==> config.mk <==
export PLATFORM = sky130hd
export DESIGN_NAME = meter_in_out_valve_allocator
export DESIGN_NICKNAME = d
export VERILOG_FILES = /design/src/sv/miova_pkg.sv /design/src/sv/miova_cfg_regs.sv /design/src/sv/miova_front.sv /design/src/sv/miova_mult.sv /design/src/sv/miova_back.sv /design/src/sv/meter_in_out_valve_allocator.sv
export VERILOG_INCLUDE_DIRS = /design/src /design/src/sv
export SDC_FILE = /design/constraint.sdc
export NUM_CORES = 2
export LEC_CHECK = 0
export BUFFER_PORTS_ARGS = -buffer_cell sky130_fd_sc_hd__buf_4
export CAP_MARGIN = 30
export CORE_MARGIN = 3
export CORE_UTILIZATION = 30
export CTS_CLUSTER_DIAMETER = 50
export DETAILED_ROUTE_END_ITERATION = 7
export PLACE_DENSITY = 0.47
export SYNTH_ARGS = -nofsm -noshare
export SYNTH_HDL_FRONTEND = slang
export SYNTH_SLANG_ARGS = --single-unit
export TNS_END_PERCENT = 30
==> constraint.sdc <==
create_clock -name i_clk -period 10.9 [get_ports i_clk]
set_clock_uncertainty 0.15 [all_clocks]
set_input_delay 1.635 -clock i_clk [delete_from_list [all_inputs] [get_ports i_clk]]
set_output_delay 1.635 -clock i_clk [all_outputs]
set_load 0.03 [all_outputs]
==> src/sv/assert_macros.svh <==
// Assertion macros used by the top-level RTL file of the valve allocator.
// Depends on nothing; pulled in by the top level with an include.
`ifndef ASSERT_MACROS_SVH
`define ASSERT_MACROS_SVH

// Same-cycle implication, disabled while reset is low.
`define ASSERT_IMPL(lbl, clk, rst_n, ante, cons) \
    lbl: assert property (@(posedge clk) disable iff (!(rst_n)) (ante) |-> (cons)) \
        else $error("implication check failed");

// Next-cycle implication, disabled while reset is low.
`define ASSERT_NEXT(lbl, clk, rst_n, ante, cons) \
    lbl: assert property (@(posedge clk) disable iff (!(rst_n)) (ante) |=> (cons)) \
        else $error("next-cycle check failed");

`endif

==> src/sv/miova_pkg.sv <==
// Types and constants of the meter-in / meter-out valve allocator.
// No dependencies; imported by every module of the block.
package miova_pkg;

    localparam int CmdW    = 16;
    localparam int VelW    = 16;
    localparam int PresW   = 19;
    localparam int BandW   = 15;
    localparam int LimW    = 15;
    localparam int GainW   = 16;
    localparam int ErrW    = PresW + 1;
    localparam int FfProdW = GainW + VelW;
    localparam int ProdW   = GainW + 1 + ErrW;
    localparam int IntegW  = 40;
    localparam int RawW    = 26;
    localparam int CfgAddrW = 3;
    localparam int CfgDataW = 19;
    localparam int InDataW  = 72;
    localparam int OutDataW = 32;

    localparam logic [BandW-1:0] BandReset   = 15'd205;
    localparam logic [LimW-1:0]  LimitReset  = 15'd20480;
    localparam logic [PresW-1:0] TargetReset = 19'd30000;

    localparam logic signed [IntegW-1:0] IntegMax = {1'b0, {(IntegW-1){1'b1}}};
    localparam logic signed [IntegW-1:0] IntegMin = {1'b1, {(IntegW-1){1'b0}}};

    typedef enum logic [CfgAddrW-1:0] {
        REG_BAND   = 3'd0,
        REG_LIMIT  = 3'd1,
        REG_TARGET = 3'd2,
        REG_FF_EXT = 3'd3,
        REG_FF_RET = 3'd4,
        REG_KP     = 3'd5,
        REG_KI     = 3'd6
    } t_reg_idx;

    typedef struct packed {
        logic [BandW-1:0] band;
        logic [LimW-1:0]  limit;
        logic [PresW-1:0] target;
        logic [GainW-1:0] ff_ext;
        logic [GainW-1:0] ff_ret;
        logic [GainW-1:0] kp;
        logic [GainW-1:0] ki;
    } t_cfg;

    typedef struct packed {
        logic                   extending;
        logic                   changed;
        logic [LimW-1:0]        work_cmd;
        logic [VelW-1:0]        v_dis;
        logic [GainW-1:0]       ff_gain;
        logic signed [ErrW-1:0] err;
    } t_s1;

    typedef struct packed {
        logic                    extending;
        logic                    changed;
        logic [LimW-1:0]         work_cmd;
        logic [FfProdW-1:0]      ff_prod;
        logic signed [ProdW-1:0] p_prod;
        logic signed [ProdW-1:0] i_prod;
        logic                    e_neg;
        logic                    e_pos;
    } t_s2;

    typedef struct packed {
        logic                   extending;
        logic signed [CmdW-1:0] valve_two;
        logic signed [CmdW-1:0] valve_one;
    } t_result;

endpackage

==> src/sv/miova_cfg_regs.sv <==
// Configuration register file of the valve allocator.
// Depends on miova_pkg.
module miova_cfg_regs (
    input  logic                            i_clk,
    input  logic                            i_rst_n,
    input  logic                            i_we,
    input  logic [miova_pkg::CfgAddrW-1:0]  i_addr,
    input  logic [miova_pkg::CfgDataW-1:0]  i_wdata,
    output miova_pkg::t_cfg                 o_cfg
);
    import miova_pkg::*;

    t_cfg r_cfg;

    always_ff @(posedge i_clk) begin
        if (!i_rst_n) begin
            r_cfg.band   <= BandReset;
            r_cfg.limit  <= LimitReset;
            r_cfg.target <= TargetReset;
            r_cfg.ff_ext <= '0;
            r_cfg.ff_ret <= '0;
            r_cfg.kp     <= '0;
            r_cfg.ki     <= '0;
        end else if (i_we) begin
            unique case (i_addr)
                REG_BAND:   r_cfg.band   <= i_wdata[BandW-1:0];
                REG_LIMIT:  r_cfg.limit  <= i_wdata[LimW-1:0];
                REG_TARGET: r_cfg.target <= i_wdata[PresW-1:0];
                REG_FF_EXT: r_cfg.ff_ext <= i_wdata[GainW-1:0];
                REG_FF_RET: r_cfg.ff_ret <= i_wdata[GainW-1:0];
                REG_KP:     r_cfg.kp     <= i_wdata[GainW-1:0];
                REG_KI:     r_cfg.ki     <= i_wdata[GainW-1:0];
                default: ;
            endcase
        end
    end

    assign o_cfg = r_cfg;

endmodule

==> src/sv/miova_front.sv <==
// Input stage: direction mode with hysteresis, working command, discharge
// speed and pressure error. Depends on miova_pkg.
module miova_front (
    input  logic                        i_clk,
    input  logic                        i_rst_n,
    input  logic                        i_valid,
    output logic                        o_ready,
    input  logic signed [miova_pkg::CmdW-1:0]  i_cmd,
    input  logic signed [miova_pkg::VelW-1:0]  i_vel,
    input  logic [miova_pkg::PresW-1:0] i_cap,
    input  logic [miova_pkg::PresW-1:0] i_rod,
    input  miova_pkg::t_cfg             i_cfg,
    output logic                        o_valid,
    input  logic                        i_ready,
    output miova_pkg::t_s1              o_s1
);
    import miova_pkg::*;

    logic                  r_valid;
    logic                  r_mode;
    t_s1                   r_s1;
    logic                  n_mode;
    t_s1                   n_s1;
    logic                  load;
    logic signed [CmdW:0]  cmd_x;
    logic signed [CmdW:0]  band_x;
    logic signed [CmdW:0]  lim_x;
    logic signed [CmdW:0]  work_x;
    logic signed [VelW:0]  vdis_x;
    logic [PresW-1:0]      p_off;

    assign o_ready = !r_valid || i_ready;
    assign load    = i_valid && o_ready;

    always_comb begin
        cmd_x  = {i_cmd[CmdW-1], i_cmd};
        band_x = {2'b00, i_cfg.band};
        lim_x  = {2'b00, i_cfg.limit};
        n_mode = r_mode;
        if (cmd_x > band_x) begin
            n_mode = 1'b1;
        end else if (cmd_x < -band_x) begin
            n_mode = 1'b0;
        end
        work_x = n_mode ? cmd_x : -cmd_x;
        vdis_x = n_mode ? {i_vel[VelW-1], i_vel} : -{i_vel[VelW-1], i_vel};
        p_off  = n_mode ? i_rod : i_cap;

        n_s1.extending = n_mode;
        n_s1.changed   = n_mode != r_mode;
        if (work_x < 0) begin
            n_s1.work_cmd = '0;
        end else if (work_x > lim_x) begin
            n_s1.work_cmd = i_cfg.limit;
        end else begin
            n_s1.work_cmd = work_x[LimW-1:0];
        end
        n_s1.v_dis   = (vdis_x < 0) ? '0 : vdis_x[VelW-1:0];
        n_s1.ff_gain = n_mode ? i_cfg.ff_ext : i_cfg.ff_ret;
        n_s1.err     = signed'({1'b0, p_off}) - signed'({1'b0, i_cfg.target});
    end

    always_ff @(posedge i_clk) begin
        if (!i_rst_n) begin
            r_valid <= 1'b0;
            r_mode  <= 1'b1;
        end else begin
            if (o_ready) begin
                r_valid <= i_valid;
            end
            if (load) begin
                r_mode <= n_mode;
            end
        end
        if (load) begin
            r_s1 <= n_s1;
        end
    end

    assign o_valid = r_valid;
    assign o_s1    = r_s1;

endmodule

==> src/sv/miova_mult.sv <==
// Product stage: feedforward, proportional and integral-step products.
// Depends on miova_pkg.
module miova_mult (
    input  logic            i_clk,
    input  logic            i_rst_n,
    input  logic            i_valid,
    output logic            o_ready,
    input  miova_pkg::t_s1  i_s1,
    input  miova_pkg::t_cfg i_cfg,
    output logic            o_valid,
    input  logic            i_ready,
    output miova_pkg::t_s2  o_s2
);
    import miova_pkg::*;

    logic r_valid;
    t_s2  r_s2;
    t_s2  n_s2;

    assign o_ready = !r_valid || i_ready;

    always_comb begin
        n_s2.extending = i_s1.extending;
        n_s2.changed   = i_s1.changed;
        n_s2.work_cmd  = i_s1.work_cmd;
        n_s2.ff_prod   = i_s1.ff_gain * i_s1.v_dis;
        n_s2.p_prod    = signed'({1'b0, i_cfg.kp}) * i_s1.err;
        n_s2.i_prod    = signed'({1'b0, i_cfg.ki}) * i_s1.err;
        n_s2.e_neg     = i_s1.err[ErrW-1];
        n_s2.e_pos     = !i_s1.err[ErrW-1] && (i_s1.err != '0);
    end

    always_ff @(posedge i_clk) begin
        if (!i_rst_n) begin
            r_valid <= 1'b0;
        end else if (o_ready) begin
            r_valid <= i_valid;
        end
        if (i_valid && o_ready) begin
            r_s2 <= n_s2;
        end
    end

    assign o_valid = r_valid;
    assign o_s2    = r_s2;

endmodule

==> src/sv/miova_back.sv <==
// Result stage: backpressure sum with clamp, anti-windup integrator and
// valve command register. Depends on miova_pkg.
module miova_back (
    input  logic               i_clk,
    input  logic               i_rst_n,
    input  logic               i_valid,
    output logic               o_ready,
    input  miova_pkg::t_s2     i_s2,
    input  miova_pkg::t_cfg    i_cfg,
    output logic               o_valid,
    input  logic               i_ready,
    output miova_pkg::t_result o_res
);
    import miova_pkg::*;

    localparam int FfShW = FfProdW - 14;
    localparam int PTermW = ProdW - 16;
    localparam int ITermW = IntegW - 16;

    logic                      r_valid;
    logic signed [IntegW-1:0]  r_integ;
    t_result                   r_res;
    logic signed [IntegW-1:0]  n_integ;
    t_result                   n_res;
    logic                      load;
    logic signed [IntegW-1:0]  integ_cur;
    logic [FfShW-1:0]          ff_sh;
    logic [LimW-1:0]           ff;
    logic [PTermW-1:0]         p_term;
    logic [ITermW-1:0]         i_term;
    logic signed [RawW-1:0]    raw;
    logic signed [RawW-1:0]    lim_x;
    logic [LimW-1:0]           bp;
    logic                      hold;
    logic signed [IntegW:0]    sum;
    logic signed [CmdW-1:0]    neg_bp;
    logic signed [CmdW-1:0]    work;

    assign o_ready = !r_valid || i_ready;
    assign load    = i_valid && o_ready;

    always_comb begin
        integ_cur = i_s2.changed ? '0 : r_integ;
        ff_sh     = i_s2.ff_prod[FfProdW-1:14];
        ff        = (ff_sh > FfShW'(i_cfg.limit)) ? i_cfg.limit : ff_sh[LimW-1:0];
        p_term    = i_s2.p_prod[ProdW-1:16];
        i_term    = integ_cur[IntegW-1:16];
        raw       = {{(RawW-LimW){1'b0}}, ff}
                  + {{(RawW-PTermW){p_term[PTermW-1]}}, p_term}
                  + {{(RawW-ITermW){i_term[ITermW-1]}}, i_term};
        lim_x     = {{(RawW-LimW){1'b0}}, i_cfg.limit};

        if (raw <= 0) begin
            bp = '0;
        end else if (raw >= lim_x) begin
            bp = i_cfg.limit;
        end else begin
            bp = raw[LimW-1:0];
        end
        hold = ((raw <= 0) && i_s2.e_neg) || ((raw >= lim_x) && i_s2.e_pos);

        sum = {integ_cur[IntegW-1], integ_cur}
            + {{(IntegW+1-ProdW){i_s2.i_prod[ProdW-1]}}, i_s2.i_prod};
        if (hold) begin
            n_integ = integ_cur;
        end else if (sum[IntegW] != sum[IntegW-1]) begin
            n_integ = sum[IntegW] ? IntegMin : IntegMax;
        end else begin
            n_integ = sum[IntegW-1:0];
        end

        neg_bp = -signed'({1'b0, bp});
        work   = signed'({1'b0, i_s2.work_cmd});
        n_res.extending = i_s2.extending;
        n_res.valve_one = i_s2.extending ? work : neg_bp;
        n_res.valve_two = i_s2.extending ? neg_bp : work;
    end

    always_ff @(posedge i_clk) begin
        if (!i_rst_n) begin
            r_valid <= 1'b0;
            r_integ <= '0;
        end else begin
            if (o_ready) begin
                r_valid <= i_valid;
            end
            if (load) begin
                r_integ <= n_integ;
            end
        end
        if (load) begin
            r_res <= n_res;
        end
    end

    assign o_valid = r_valid;
    assign o_res   = r_res;

endmodule

==> src/sv/meter_in_out_valve_allocator.sv <==
// Top level of the meter-in / meter-out valve allocator.
// Depends on miova_pkg, miova_cfg_regs, miova_front, miova_mult, miova_back
// and assert_macros.svh.
//
//  port group  | direction | contents
//  ------------+-----------+---------------------------------------------------
//  s_axis      | in        | tdata: command, velocity, cap_pressure, rod_pressure
//  m_axis      | out       | tdata: valve_one_cmd, valve_two_cmd; tuser: extending
//  cfg         | in        | write enable, register index, write data
//
// Three register stages: mode/error, products, integrator and result.
// Items pass the three registers in order; one item per cycle when not stalled.
// The integrator loop closes inside the result stage.
// Each stage advances when empty or drained, so bubbles close up under a stall.
// Synchronous active-low reset empties the pipe and restores register defaults.
`include "assert_macros.svh"

module meter_in_out_valve_allocator (
    input  logic                              i_clk,
    input  logic                              i_rst_n,
    input  logic                              i_s_axis_tvalid,
    output logic                              o_s_axis_tready,
    // [15:0] command, [31:16] velocity, [50:32] cap_pressure,
    // [69:51] rod_pressure, [71:70] zero
    input  logic [miova_pkg::InDataW-1:0]     i_s_axis_tdata,
    output logic                              o_m_axis_tvalid,
    input  logic                              i_m_axis_tready,
    // [15:0] valve_one_cmd, [31:16] valve_two_cmd
    output logic [miova_pkg::OutDataW-1:0]    o_m_axis_tdata,
    // [0] extending
    output logic                              o_m_axis_tuser,
    input  logic                              i_cfg_we,
    input  logic [miova_pkg::CfgAddrW-1:0]    i_cfg_addr,
    input  logic [miova_pkg::CfgDataW-1:0]    i_cfg_wdata
);
    import miova_pkg::*;

    t_cfg    cfg;
    t_s1     s1;
    t_s2     s2;
    t_result res;
    logic    s1_valid;
    logic    s1_ready;
    logic    s2_valid;
    logic    s2_ready;
    logic    ext_signs_ok;
    logic    ret_signs_ok;

    miova_cfg_regs u_cfg (
        .i_clk   (i_clk),
        .i_rst_n (i_rst_n),
        .i_we    (i_cfg_we),
        .i_addr  (i_cfg_addr),
        .i_wdata (i_cfg_wdata),
        .o_cfg   (cfg)
    );

    miova_front u_front (
        .i_clk   (i_clk),
        .i_rst_n (i_rst_n),
        .i_valid (i_s_axis_tvalid),
        .o_ready (o_s_axis_tready),
        .i_cmd   (signed'(i_s_axis_tdata[15:0])),
        .i_vel   (signed'(i_s_axis_tdata[31:16])),
        .i_cap   (i_s_axis_tdata[50:32]),
        .i_rod   (i_s_axis_tdata[69:51]),
        .i_cfg   (cfg),
        .o_valid (s1_valid),
        .i_ready (s1_ready),
        .o_s1    (s1)
    );

    miova_mult u_mult (
        .i_clk   (i_clk),
        .i_rst_n (i_rst_n),
        .i_valid (s1_valid),
        .o_ready (s1_ready),
        .i_s1    (s1),
        .i_cfg   (cfg),
        .o_valid (s2_valid),
        .i_ready (s2_ready),
        .o_s2    (s2)
    );

    miova_back u_back (
        .i_clk   (i_clk),
        .i_rst_n (i_rst_n),
        .i_valid (s2_valid),
        .o_ready (s2_ready),
        .i_s2    (s2),
        .i_cfg   (cfg),
        .o_valid (o_m_axis_tvalid),
        .i_ready (i_m_axis_tready),
        .o_res   (res)
    );

    assign o_m_axis_tdata = {res.valve_two, res.valve_one};
    assign o_m_axis_tuser = res.extending;

    assign ext_signs_ok = !res.valve_one[CmdW-1] && (res.valve_two <= 0);
    assign ret_signs_ok = !res.valve_two[CmdW-1] && (res.valve_one <= 0);

    `ASSERT_IMPL(a_extend_signs, i_clk, i_rst_n, o_m_axis_tvalid && res.extending, ext_signs_ok)
    `ASSERT_IMPL(a_retract_signs, i_clk, i_rst_n, o_m_axis_tvalid && !res.extending, ret_signs_ok)
    `ASSERT_IMPL(a_ready_when_empty, i_clk, i_rst_n, !s1_valid, o_s_axis_tready)
    `ASSERT_NEXT(a_s2_advance, i_clk, i_rst_n, s2_valid && s2_ready, o_m_axis_tvalid)

endmodule

======== Yosys cells after proc, flatten, opt, wreduce, memory -nomap -nowiden ========
Index checks and enable logic that the tools add are counted.
word-level totals
  flip-flop bits (word level) ............. 384
  input bits .............................. 99
  output and inout bits ................... 35
  word-level logic and storage cells ...... 97
operators by class
  add/sub/neg operators ................... 8
  multipliers ............................. 3
  magnitude comparators ................... 8
  equality and inequality tests ........... 8
  mux-type cells .......................... 16
  reduce and logical (&&, ||, !) cells .... 23
operator list
  cell                                                             count
  two-way mux 40 bit                                               4
  two-way mux 15 bit                                               6
  multiplier 17 x 20 -> 37 bit                                     2
  adder 40 x 37 -> 41 bit                                          1
  less-than comparator 17 x 1 -> 1 bit, second input constant      2
  two-way mux 17 bit                                               2
  multiplier 16 x 16 -> 32 bit                                     1
  greater-or-equal comparator 26 x 16 -> 1 bit                     1
  less-or-equal comparator 26 x 1 -> 1 bit, second input constant  1
  adder 22 x 24 -> 25 bit                                          1
  adder 16 x 21 -> 22 bit                                          1
  nonzero test 20 bit                                              1
  subtractor 19 x 19 -> 20 bit                                     1
  two-way mux 19 bit                                               1
  greater-than comparator 18 x 15 -> 1 bit                         1
  greater-than comparator 17 x 16 -> 1 bit                         1
  less-than comparator 16 x 17 -> 1 bit                            1
  negation 15 -> 17 bit                                            1
  negation 16 -> 17 bit                                            1
  negation 17 bit                                                  1
  greater-than comparator 16 bit                                   1
  two-way mux 16 bit                                               1
  negation 15 -> 16 bit                                            1
  AND reduction 2 bit                                              7
  other kinds (9)                                                  25

======== Longest topological paths before layout ========
  depth after elaboration ................. 9
  depth in mapped cells ................... 41
  depth with buffers taken out ............ 38

======== Modules after synthesis ========
From an unflattened synthesis, not the netlist that was laid out.
second synthesis, totals
  cells, all modules ...................... 6168
  area total of the unflattened synthesis .. 55974.9 um^2
by module, submodules not included
  module          times used  cells each  area an instance (um^2)  sequential area each (um^2)
  miova_mult      1           3865        36247.3                  3773.6
  miova_back      1           1176        9298.9                   1811.7
  miova_front     1           721         6180.9                   2112.0
  miova_cfg_regs  1           406         4247.8                   2262.2

======== Least setup slack after synthesis ========
No wires, ideal clock.
  kind .................................... input to register
  from .................................... input port i_m_axis_tready
  to ...................................... register u_mult.r_s2 (netlist bit u_mult.o_s2[0]) (enable)
  library setup time ...................... 0.694 ns
  arrival time ............................ 8.598 ns
  required time ........................... 10.056 ns
  slack ................................... 1.458 ns
  cell stages on the path ................. 2
  buffers on the path ..................... 0
  cells stage by stage .................... nor2b_1 a21boi_0
between the ends
  cells in the longest elaborated chain, start to end .. 3
ends and longest elaborated chain
  what                  line                                RTL
  start, declared       meter_in_out_valve_allocator.sv:27  input logic i_m_axis_tready,
  logical OR 1 bit      miova_back.sv:39                    assign o_ready = !r_valid || i_ready;
  logical OR 1 bit      miova_mult.sv:20                    assign o_ready = !r_valid || i_ready;
  logical AND 1 bit     miova_mult.sv:39                    if (i_valid && o_ready) begin
  end signal, assigned  miova_mult.sv:40                    r_s2 <= n_s2;
  end, declared         miova_mult.sv:17                    t_s2 r_s2;
No other way between the ends.
A chain may end at the register's enable or synchronous reset.

==> results.ini <==
[critical_path]
crit_path_end_kind=flop
timing.rr.start=u_cfg.o_cfg[84]$_SDFFE_PN0P_
cp_slowest_stage_delay_ns=0.52
crit_path_max_fanout=15
crit_path_top_delay_cell=fa_1
crit_path_start=u_cfg.o_cfg[84]$_SDFFE_PN0P_
cpMostUsedCell=ha_1
critPathKind=reg -> reg
required_ns=11.19
critPathLaunchType=flop
critPathArrivalTime_ns=9.70

[timing]
max_freq_mhz=106
period_share_pct=86.3
tightest_slew_ns=1.02
drv_slew=0
finalHoldViolations=0
rsz0062_at_grt=false
fin_tns_setup_ns=0
setup_viol=0
fin_ws_ns=1.49
relSlewSlack_pct=32.0
finalCriticalPeriod_ns=9.41

[routing]
viasPerCell=4.76
drt_iter0_markers=2071
wl_met3_mm=5.46
highest_layer=met4
drt-met1-wl_mm=71.3
vias=39100
wire_per_inst_um=18.6
dr.pass1.iters=5
ant_nets=0
wl_mm=153
route.met2.wl_mm=73.2
drc=0

[min_path]
hold_class=reg -> reg
min_from=u_front.o_s1[52]$_SDFFCE_PN0P_

[synth]
synthCells=5844
synth_edf_count=197
synth_seq_area_share_pct=17.1
synth_ff_type=edfxtp_1
syn_area_um2=52800
async_flop_share_pct=0
syn_avg_cell_area_um2=9.04
syn_nets=7250
ys_seq_elements=354
synth_cell_types=88
yosysWarnings=0

[clocking]
cts_setup_buffers=0
worstSkewPairLatency_ns=0.62
cts_hold_buf=0
numCtsBuffers=47
cts_tree=yes
cts_resized=0
clock_path_buffers=3
htreeDepth=2
cts_num_sinks=354
cts-root-buf=clkbuf_16
clkTransAtPathRegs_ns=0.06

[power_and_ir_drop]
p_per_area_nw_per_um2=114
p_leak_nw=26.1
peakVddDrop_uv=144

[floorplan]
ios=134
core_area_um2=174000
fp.dieW_um=426
dieArea_um2=181000
core.rowCount=153
initial_utilization_pct=30.3
die_y_um=426

[job]
maxCapViolations=0

[global_routing]
grt_max_degree=76
grt_pass1_vias=40500
grt_first_pass_wirelength_mm=240
antenna_found_initial=8
grtUsageTotal_pct=17.0
grt-ovfl-total=0

[placement]
dp_hpwl_mm=118
dp_slack_ns=1.65
port_buffers=131
gp_congestion=0.852

[cells_and_area]
mostFrequentLayoutCell=inv_1
final_nets=7261
synthToLayoutAreaGrowth_pct=10.1
final_cell_mix=1092 x inv_1, 971 x nand2_1, 851 x fa_1
drive_gt1_share_pct=6.09
n_fill_cell=18100

[status]
status=completed

-- cells by family after synthesis --
logic type | share of synthesized area, %
buf+inv | 9.59
simple gates | 16.4
compound gates | 10.2
flops | 17.1
xor+xnor | 2.95
fa+ha+maj | 43.0
mux | 0.682
-- sequential cells by signal (all words and copies together) (netlist names) --
| register | count |
|---|---|
| u_back.o_res | 33 |
| u_mult.o_valid | 1 |
| u_front.o_valid | 1 |
| u_back.o_valid | 1 |
| u_front.r_mode | 1 |
| u_mult.o_s2 | 95 |
| u_cfg.o_cfg | 113 |
| u_back.r_integ | 40 |
| u_front.o_s1 | 69 |
-- critical path, delay by kind of cell, from the launching register on --
kind | cells | cell delay, ns
compound gates | 16 | 3.44
xor+xnor | 1 | 0.32
fa+ha+maj | 6 | 2.08
buf+inv | 5 | 0.67
flops | 1 | 0.41
mux | 1 | 0.16
simple gates | 11 | 1.99
-- final cells by class --
type,count,area [um2],share of cell area [%]
flip-flops and latches,354,9060,15.6
inverters,1095,4110,7.07
clock inverters,28,392,0.673
clock buffers,58,1250,2.14
diodes,5,12.5,0.0215
multi-input cells,4143,38700,66.6
repair buffers,214,1690,2.91
well taps,2325,2910,5.00
-- where the power goes --
group / total [mW] / internal [mW] / switching (mW)
clock network: 1.62 / 0.941 / 0.682
registers: 1.78 / 1.63 / 0.149
logic: 3.22 / 1.26 / 1.95
total: 6.62 / 3.83 / 2.79
-- per-stage QoR --
step	cells	hold WS, ns	power (mW)	cell area (um2)	utilization, %
final	8222	0.266	6.62	58200	33.4
after global routing	8218	0.279	7.20	58200	33.3
after CTS	8215	0.266	6.73	58100	33.3
after detailed placement	8129	0.255	5.05	56500	32.4
after global placement	8121	0.254	5.03	56400	32.3
after floorplan	5844	0.250	4.01	52800	-
-- worst paths after layout --
check	to	slack, ns	cells after the start
hold / removal	u_mult.o_s2[108]$_DFFE_PP_	0.27	0
hold reg to reg	u_mult.o_s2[108]$_DFFE_PP_	0.27	0
setup reg to reg	u_back.o_res[30]$_DFFE_PP_	1.49	40
setup / recovery	u_back.o_res[30]$_DFFE_PP_	1.49	40
-- synth_stat cells, types with 11 or more instances --
cell type,count,share of area [%]
a211oi_1,41,0.58
a21boi_0,125,1.8
a21o_1,78,1.1
a21oi_1,142,1.3
a31oi_1,29,0.34
and2_1,368,4.4
and3_1,19,0.22
buf_2,11,0.10
clkbuf_1,232,1.6
dfxtp_1,157,5.9
edfxtp_1,197,11
fa_1,851,32
ha_1,456,11
inv_1,1095,7.8
mux2_2,16,0.34
mux2i_1,18,0.34
nand2_1,971,6.9
nand2b_1,41,0.49
nand3_1,58,0.55
nand4_1,22,0.26
nor2_1,143,1.0
nor2b_1,71,0.84
nor3_1,56,0.53
nor4_1,18,0.21
o211ai_1,28,0.40
o21a_1,40,0.57
o21ai_0,155,1.5
o21bai_1,17,0.24
o31ai_1,18,0.26
or3_1,24,0.28
xnor2_1,117,1.9
xor2_1,61,1.0
-- layer usage --
metal	vias to the layer above	track usage [%]
met4	0	3.24
met2	696	28.7
met5	-	0
met3	151	1.44
li1	18400	-
met1	19900	23.7
Note: power is estimated with default switching activity, not from simulation.
